===== config.mk =====
export PLATFORM = sky130hd
export DESIGN_NAME = sacf_geom
export DESIGN_NICKNAME = d
export VERILOG_FILES = /design/src/sv/sacf_pkg.sv /design/src/sv/sacf_geom.sv
export SDC_FILE = /design/constraint.sdc
export NUM_CORES = 1
export LEC_CHECK = 0
export BUFFER_PORTS_ARGS = -buffer_cell sky130_fd_sc_hd__buf_2
export CAP_MARGIN = 40
export CELL_PAD_IN_SITES_DETAIL_PLACEMENT = 0
export CELL_PAD_IN_SITES_GLOBAL_PLACEMENT = 1
export CORE_ASPECT_RATIO = 1.2
export CORE_MARGIN = 2
export CORE_UTILIZATION = 30
export DETAILED_ROUTE_END_ITERATION = 7
export GPL_TIMING_DRIVEN = 0
export PLACE_DENSITY_LB_ADDON = 0.1
export SYNTH_ARGS = -nofsm -noshare
export SYNTH_HDL_FRONTEND = slang
export SYNTH_SLANG_ARGS = --single-unit

===== constraint.sdc =====
create_clock -name vclk -period 4
set_clock_uncertainty 0.1 [all_clocks]
set_input_delay 0.4 -clock vclk [all_inputs]
set_output_delay 0.4 -clock vclk [all_outputs]
set_load 0.03 [all_outputs]

===== src/sv/sacf_pkg.sv =====
// ---------------------------------------------------------------------------
// sacf_pkg: shared constants for the set-associative FIFO cache unit
// Access kinds, lookup outcomes, register indexes and field widths.
// ---------------------------------------------------------------------------
package sacf_pkg;

  localparam int ADDR_W     = 64;
  localparam int CNT_W      = 32;
  localparam int MODE_W     = 2;
  localparam int OUTCOME_W  = 2;
  localparam int CFG_IDX_W  = 2;
  localparam int CFG_DATA_W = 6;
  localparam int SB_W       = 4;  // clamped set-index bit count, up to 7
  localparam int WAYS_W     = 5;  // clamped way count, up to 15

  localparam int DEF_MAX_SET_BITS = 6;
  localparam int DEF_MAX_WAYS     = 8;

  localparam logic [MODE_W-1:0] MODE_FETCH  = 2'd0;
  localparam logic [MODE_W-1:0] MODE_LOAD   = 2'd1;
  localparam logic [MODE_W-1:0] MODE_STORE  = 2'd2;
  localparam logic [MODE_W-1:0] MODE_MODIFY = 2'd3;

  localparam logic [OUTCOME_W-1:0] OUT_HIT   = 2'd0;
  localparam logic [OUTCOME_W-1:0] OUT_MISS  = 2'd1;
  localparam logic [OUTCOME_W-1:0] OUT_EVICT = 2'd2;

  localparam logic [CFG_IDX_W-1:0] CFG_SET_BITS    = 2'd0;
  localparam logic [CFG_IDX_W-1:0] CFG_OFFSET_BITS = 2'd1;
  localparam logic [CFG_IDX_W-1:0] CFG_WAYS        = 2'd2;

endpackage


===== src/sv/sacf_geom.sv =====
// ---------------------------------------------------------------------------
// sacf_geom: address split and geometry clamping
// Splits an address into set index and tag, and clamps the way count.
// ---------------------------------------------------------------------------
module sacf_geom #(
  parameter int MAX_SET_BITS = sacf_pkg::DEF_MAX_SET_BITS,
  parameter int MAX_WAYS     = sacf_pkg::DEF_MAX_WAYS,
  localparam int SET_W       = (MAX_SET_BITS > 0) ? MAX_SET_BITS : 1
) (
  input  logic [2:0]                    set_index_bits,
  input  logic [5:0]                    block_offset_bits,
  input  logic [3:0]                    ways_in_use,
  input  logic [sacf_pkg::ADDR_W-1:0]   address,
  output logic [SET_W-1:0]              set_idx,
  output logic [sacf_pkg::ADDR_W-1:0]   tag,
  output logic [sacf_pkg::WAYS_W-1:0]   ways
);

  logic [sacf_pkg::SB_W-1:0]     sb;
  logic [sacf_pkg::ADDR_W-1:0]   shifted;
  logic [SET_W-1:0]              mask;
  logic [6:0]                    tag_shift;
  logic [sacf_pkg::WAYS_W-1:0]   w_raw;

  always_comb begin
    if ({1'b0, set_index_bits} > sacf_pkg::SB_W'(MAX_SET_BITS)) begin
      sb = sacf_pkg::SB_W'(MAX_SET_BITS);
    end else begin
      sb = {1'b0, set_index_bits};
    end
    shifted   = address >> block_offset_bits;
    mask      = ~({SET_W{1'b1}} << sb);
    set_idx   = shifted[SET_W-1:0] & mask;
    tag_shift = {1'b0, block_offset_bits} + {3'b000, sb};
    if (tag_shift >= 7'd64) begin
      tag = '0;
    end else begin
      tag = address >> tag_shift;
    end
    w_raw = {1'b0, ways_in_use};
    if (w_raw == '0) begin
      ways = sacf_pkg::WAYS_W'(1);
    end else if (w_raw > sacf_pkg::WAYS_W'(MAX_WAYS)) begin
      ways = sacf_pkg::WAYS_W'(MAX_WAYS);
    end else begin
      ways = w_raw;
    end
  end

endmodule


# Word-level counts from Yosys, hierarchy flattened

Index checks and enable logic that the tools add are counted.

Memories: 0
Word-level logic and storage cells: 14
Bits in latches: 0
Register bits after elaboration: 0
Bits of input ports: 77
RAM bits: 0
ROM bits: 0
Output and inout port bits: 75

Equal/unequal tests: 0
$mul: 0
$add $sub $neg: 1
Mux-type cells: 4
Bitwise operators: 2
Magnitude comparators: 3
Reductions and logical operators: 1
Shifts and indexed selects: 3
Divide/modulo/power cells: 0

Operators by type and width:

| kind                                                               | count |
|---|---|
| 64-bit 2-to-1 mux                                                  | 1 |
| 64-bit by 6-bit >> shifter with 6-bit output                       | 1 |
| 64-bit by 7-bit >> shifter with 64-bit output                      | 1 |
| 4-bit 2-to-1 mux                                                   | 2 |
| 6-bit by 4-bit adder with 7-bit output                             | 1 |
| 7-bit >= comparator (second input constant)                        | 1 |
| 6-bit bitwise AND                                                  | 1 |
| 6-bit NOT                                                          | 1 |
| 6-bit by 4-bit left shift with 6-bit output (first input constant) | 1 |
| 4-bit > comparator (second input constant)                         | 1 |
| 4-bit zero test                                                    | 1 |
| 3-bit > comparator (second input constant)                         | 1 |
| 3-bit 2-to-1 mux                                                   | 1 |

# Longest topological paths before layout

Gate-level depths: netlist (run 1).

Word-level depth: 5
Depth in mapped cells: 13
Depth with buffers taken out: 11

# Worst setup path after synthesis (run 1)

OpenSTA, ideal clock, no wires.

Path kind: input to output
Start point: in set_index_bits[0]
End point: out tag[2] in the netlist's numbering
Stages on the path: 12
Path buffers: 3
Path slack: -0.218 ns
Arrival time: 3.718 ns
Data required time: 3.500 ns
Cell sequence: a21bo_4 clkinv_4 ha_1 fa_1 xnor2_2 buf_2 buf_2 buf_2 mux2i_1 mux2i_1 o221a_2 o21ai_0

Word-level cells in the longest chain between the ends: 5
Elaborated cells on any way between the ends: 6
Those cells by class: add/sub: 1; order compare: 2; shift: 1; mux: 2

RTL lines:

| item                                                                                        | line                             | source |
|---|---|---|
| from (decl)                                                                                 | sacf_geom.sv:10                  | `input logic [2:0] set_index_bits,` |
| 3-bit > comparator                                                                          | sacf_geom.sv:26                  | `if ({1'b0, set_index_bits} > sacf_pkg::SB_W'(MAX_SET_BITS)) begin` |
| 3-bit 2-to-1 mux (*)                                                                        | sacf_geom.sv:26                  |  |
| 6-bit by 4-bit adder with 7-bit output (*)                                                  | sacf_geom.sv:34                  | `tag_shift = {1'b0, block_offset_bits} + {3'b000, sb};` |
| 64-bit by 7-bit >> shifter with 64-bit output / 7-bit >= comparator (equally long branches) | sacf_geom.sv:38, sacf_geom.sv:35 |  |
| 64-bit 2-to-1 mux (*)                                                                       | sacf_geom.sv:35                  | `if (tag_shift >= 7'd64) begin` |
| to (decl)                                                                                   | sacf_geom.sv:15                  | `output logic [sacf_pkg::ADDR_W-1:0] tag,` |

Mark *: on every way between the ends. The rest lies on a longest branch, timed or not.

# Final worst setup path (run 1)

Start point: in set_index_bits[0]
End point: out tag[10] in the netlist's numbering

Same word-level chain as after synthesis.

==> results of run 1 <==
## report_power, final
part           total [mW]  switching, mW  internal (mW)
clock                   0              0              0
sequential              0              0              0
combinational        3.00           1.83           1.17
total                3.00           1.83           1.17
## what timing repair did
action	in CTS	in global routing
setup buffers	17	11
hold endpoints to repair	0	0
cloned	1	1
resized for setup	123	79
setup endpoints to repair	67	42
pin swaps	12	13
## metrics by stage
stage,utilization,power (mW)
after global routing,0.399,3.11
final,0.399,3.00
after detailed placement,0.359,2.59
after CTS,0.382,2.78
after global placement,0.357,2.59
after floorplan,-,1.73
## cells by family (layout without fill, tap and decap cells)
kind of cell | after synthesis | in the layout | share of synthesized area
muxes | 255 | 255 | 0.551
and+or+nand+nor | 238 | 238 | 0.153
AOI/OAI and AO/OA | 220 | 220 | 0.223
buffers and inverters | 89 | 271 | 0.0572
adders and majority gates | 4 | 4 | 0.00811
xor gates and xnor gates | 4 | 4 | 0.00706
other | 1 | 1 | 0.000529
## cells in the final DEF, fill, tap and decap left out, types with 8 or more instances in the layout
cell | Yosys | final
o21ai_0 | 17 | 15
nand2b_1 | 13 | 13
mux2_2 | 16 | 16
a211o_1 | 8 | 8
clkbuf_1 | 45 | 15
a22oi_1 | 24 | 22
clkbuf_4 | 0 | 11
mux2i_1 | 132 | 107
nand2_1 | 91 | 84
mux4_2 | 106 | 106
o22ai_1 | 11 | 9
and3_1 | 9 | 9
buf_4 | 6 | 43
buf_2 | 23 | 153
nor3_1 | 12 | 8
buf_6 | 2 | 13
nor2_1 | 64 | 61
a31oi_1 | 17 | 16
nand3_1 | 13 | 11
mux2i_2 | 0 | 18
mux2i_4 | 1 | 8
clkbuf_2 | 0 | 16
a21oi_1 | 48 | 40
o221ai_1 | 11 | 8
or3_1 | 10 | 9
## layer usage
layer | wire length [um] | share of wire
met5 | 0 | 0
met4 | 2340 | 0.058
met3 | 2860 | 0.071
met2 | 19600 | 0.48
met1 | 15700 | 0.39
## how the worst max path moves through the flow
stage,from,endpoint,cells past startpoint
2_1_floorplan,set_index_bits[0],tag[20],12
3_3_place_gp,set_index_bits[1],tag[5],12
3_5_place_dp,set_index_bits[1],tag[1],14
4_1_cts,set_index_bits[0],tag[1],15
5_1_grt,set_index_bits[0],tag[12],13
6_report,set_index_bits[0],tag[10],12
## cell type report
cell class,instances,area (um2),area share
plain buffers,80,554,0.0599
inverters,4,28.8,0.00311
multi-input cells,722,7140,0.772
well taps,315,394,0.0426
repair buffers,187,1130,0.123
==> results by group, run 1 <==
Timing
  – Unrepaired setup endpoints after global routing: yes
  – Final count of hold timing violations: 0
  – Fin crit share: 0.997
  – Min Tclk post-route: 3.99 ns
  – Setup tns final: 0 ns
  – Final hold slack: 1.01 ns
  – Slew @ Worst Pin: 0.785 ns
  – Slew Viols, Final: 0
  – Rel. slew slack: 0.462
  – Endpoints failing setup: 0
  – Final setup margin: 0.0104 ns
  – Peak Freq: 0.251 GHz

Route
  – WL/cell: 31.0 um
  – DRC: 0
  – 1st-iter DRT viols: 827
  – Drt total wl: 40500 um
  – Remaining antenna violation count: 0
  – Vias per cell: 6.60
  – Detailed Routing Iterations Pass 1: 7
  – DR vias: 8639

Yosys
  – Post-synth top cells: mux2i_1 (132), mux4_2 (106), nand2_1 (91), nor2_1 (64), a21oi_1 (48)
  – Cells after Synth: 811
  – Syn nets: 892
  – Post-synth top area share: 0.337
  – Cell accounting for the most synthesized area: mux4_2
  – Post-Synthesis Cell Area: 0.00709 mm2
  – Top-count cell post-synth: mux2i_1
  – Syn avg cell area: 8.75 um2
  – Leading cell types by total area after synthesis: mux4_2 (34%), mux2i_1 (19%), nand2_1 (4.8%)
  – Sequential share of the synthesized area: 0
  – Distinct cells, synth: 72
  – Synthesis Warnings: 0

Power and ir drop
  – Worst VDD drop: 0.194 mV
  – Lkg Pwr: 3.77 nW
  – Pwr Density: 324 mW/mm2

Place
  – Area post-placement: 0.00833 mm2
  – HPWL after DPL: 32900 um
  – # port buffers: 150
  – Routability cong.: 1.02
  – DP Worst Slack: -1.22 ns
  – Placed cells: 1283

Global route
  – Global route overflow: 0
  – GR Util met2: 0.558
  – GR peak layer: met2
  – First-pass GRT wire length: 59000 um
  – Pin count of the biggest net entering global routing: 12
  – Met1 Usage GRT: 0.398
  – Met3 Usage GRT: 0.0299
  – Vias in the first global route: 8615
  – Initial antenna violation count: 0
  – Tot GR Track Use: 0.321

Worst setup path
  – CP Max Fanout: 9
  – Arr. time, crit path: 3.49 ns
  – CP Class: primary input to output port
  – Slowest-stage cell, CP: mux4_2
  – Startpoint Class: primary input
  – CP peak stage delay: 0.58 ns
  – CP top delay family: multiplexers
  – CP bufs+invs: 5
  – Crit-path cells: buf_8 -> a21bo_4 -> clkinv_8 -> ha_4 -> fa_2 -> xnor2_4 -> buf_8 -> buf_4 -> mux4_2 -> mux4_2 -> a211o_1 -> buf_2
  – Crit path required time: 3.50 ns
  – CP endpoint kind: output port

Final layout
  – Layout cells sized above 1: 0.465
  – Antenna Diode Count: 0
  – Final instance area: 0.00925 mm2
  – Seq cells: 0
  – Syn-to-layout area delta: 30.4%
  – Net count, final: 1076
  – FILL cells: 2450
  – FF+latch area: 0 um2
  – Layout Cells excl Fill: 1308
  – CLK BUF: 0

Floorplan
  – Core area: 0.0232 mm2
  – Die ar.: 0.0249 mm2
  – # IOs: 152
  – DIE WIDTH: 144 um
  – Rows: 61
  – DIE HEIGHT: 172 um
  – Initial core utilization: 0.306

Worst hold path
  – Hold Path Depth: 3
  – Hold path startpoint: ways_in_use[3]
  – Hold Crit Endpoint: ways[0]
  – Min-Delay Path Class: primary input to output port

Run status
  – Status: complete, no violations

Job
  – MaxCap Viol Count: 0

CTS
  – Hold_buf cts: 0
Power figures use the tool's default switching activity.
==> run 2, diff against run 1 <==
Settings changed: CORE_MARGIN 2 to 3.
Clock period 4 ns to 3.9 ns, I/O delays scaled along.
==> results by group, run 2 (synthesis gave the netlist of run 1 again) <==
Run status
  – Status: complete, but fails checks (was complete, no violations)
  – Failing checks: setup timing

Worst setup path
  – CP top delay family: compound AO/OA/AOI/OAI gates (was multiplexers)
  – CP peak stage delay: 0.73 ns (was 0.58 ns)
  – CP Max Fanout: 5 (was 9)
  – Slowest-stage cell, CP: a222oi_1 (was mux4_2)
  – Crit-path cells: buf_8 -> a21bo_4 -> clkinv_8 -> ha_4 -> fa_2 -> xnor2_4 -> buf_6 -> buf_12 -> mux2i_4 -> a222oi_1 -> a21oi_1 -> a221o_1 -> buf_6 (was buf_8 -> a21bo_4 -> clkinv_8 -> ha_4 -> fa_2 -> xnor2_4 -> buf_8 -> buf_4 -> mux4_2 -> mux4_2 -> a211o_1 -> buf_2)
  – CP most frequent cell: buf_6
  – CP endpoint kind: output port (unchanged)
  – CP bufs+invs: 5 (unchanged)
  – CP Class: primary input to output port (unchanged)
  – Crit path required time: 3.41 ns (was 3.50 ns)
  – Arr. time, crit path: 3.57 ns (was 3.49 ns)
  – Startpoint Class: primary input (unchanged)

Final layout
  – Net count, final: 1117 (was 1076)
  – Seq cells: 0 (unchanged)
  – Most frequent cells in the layout: buf_2 (128), mux4_2 (106), buf_4 (93), mux2i_1 (92), nand2_1 (85) (was buf_2 (153), mux2i_1 (107), mux4_2 (106), nand2_1 (84), nor2_1 (61))
  – Layout Cells excl Fill: 1349 (was 1308)
  – FF+latch area: 0 um2 (unchanged)
  – FILL cells: 2404 (was 2450)
  – Antenna Diode Count: 0 (unchanged)
  – Final instance area: 0.0101 mm2 (was 0.00925 mm2)
  – CLK BUF: 0 (unchanged)
  – Layout cells sized above 1: 0.530 (was 0.465)
  – Leading cell type in the layout, fill and taps excluded: buf_2 (unchanged)
  – Final core utilization: 0.435 (was 0.399)
  – Syn-to-layout area delta: 42.2% (was 30.4%)

Power and ir drop
  – Worst VDD drop: 0.209 mV (was 0.194 mV)
  – Lkg Pwr: 4.06 nW (was 3.77 nW)
  – Pwr Density: 339 mW/mm2 (was 324 mW/mm2)
  – Final Power: 3.43 mW (was 3.00 mW)

Global route
  – Global route overflow: 0 (unchanged)
  – Initial antenna violation count: 0 (unchanged)
  – Vias in the first global route: 8796 (was 8615)
  – Tot GR Track Use: 0.299 (was 0.321)
  – Pin count of the biggest net entering global routing: 20 (was 12)
  – First-pass GRT wire length: 58800 um (was 59000 um)

Timing
  – Final count of hold timing violations: 0 (unchanged)
  – Final hold slack: 0.998 ns (was 1.01 ns)
  – Final setup margin: -0.164 ns (was 0.0104 ns)
  – Fin crit share: 1.04
  – Endpoints failing setup: 15 (was 0)
  – Rel. slew slack: 0.484 (was 0.462)
  – Setup tns final: -0.864 ns (was 0 ns)
  – Peak Freq: 0.246 GHz
  – Unrepaired setup endpoints after global routing: yes (unchanged)
  – Min Tclk post-route: 4.06 ns
  – Slew @ Worst Pin: 0.774 ns (was 0.785 ns)
  – Slew Viols, Final: 0 (unchanged)

Worst hold path
  – Min-Delay Path Class: primary input to output port (unchanged)

CTS
  – Hold_buf cts: 0 (unchanged)

Floorplan
  – DIE WIDTH: 146 um (was 144 um)
  – Rows: 61 (unchanged)
  – # IOs: 152 (unchanged)
  – DIE HEIGHT: 174 um (was 172 um)
  – Die ar.: 0.0255 mm2 (was 0.0249 mm2)
  – Initial core utilization: 0.306 (unchanged)
  – Core area: 0.0232 mm2 (unchanged)

Place
  – Routability cong.: 0.957 (was 1.02)
  – DP Worst Slack: -1.28 ns (was -1.22 ns)
  – # port buffers: 150 (unchanged)
  – Area post-placement: 0.00834 mm2 (was 0.00833 mm2)
  – HPWL after DPL: 32100 um (was 32900 um)
  – Placed cells: 1282 (was 1283)

Route
  – Detailed Routing Iterations Pass 1: 5 (was 7)
  – Vias per cell: 6.52 (was 6.60)
  – 1st-iter DRT viols: 1013 (was 827)
  – WL/cell: 30.0 um (was 31.0 um)
  – Drt total wl: 40400 um (was 40500 um)
  – Remaining antenna violation count: 0 (unchanged)
  – DRC: 0 (unchanged)
  – DR vias: 8798 (was 8639)

Job
  – MaxCap Viol Count: 0 (unchanged)
run 2: cell types whose count changed in the layout (fill, tap and decap cells not counted), sizes merged:
cell and delta:
clkbuf -1, inv +1, clkinv -1, buf +42
run 2: final cells by class:
| class | count | area (um2) | share of cell area |
|---|---|---|---|
| buffer | 81 | 611 | 0.0605 |
| inverter | 4 | 31.3 | 0.00310 |
| multi-input combinational | 722 | 7480 | 0.742 |
| timing repair buffer | 227 | 1570 | 0.156 |
| tap | 315 | 394 | 0.0391 |
run 2: per-layer routing:
metal | global-route usage | up-vias | part of all wire
li1 | - | 3748 | -
met1 | 0.384 | 4358 | 0.40
met2 | 0.497 | 575 | 0.47
met3 | 0.0323 | 117 | 0.064
met4 | 0.158 | 0 | 0.066
met5 | 0 | - | 0
run 2: timing repair:
action,in CTS,in global routing
setup endpoints to repair,67,61
resized for setup,190,147
hold endpoints to repair,0,0
setup buffers,33,34
pin swaps,19,31
gates cloned,2,2
run 2: path summary, 6_finish.rpt:
check	start	end	slack, ns	depth (start not counted)
max	set_index_bits[0]	tag[7]	-0.16	13
min	ways_in_use[3]	ways[0]	1.0	3
run 2: report_power, final:
group          internal, mW  switching (mW)
Clock                     0               0
Combinational          1.45            1.98
Sequential                0               0
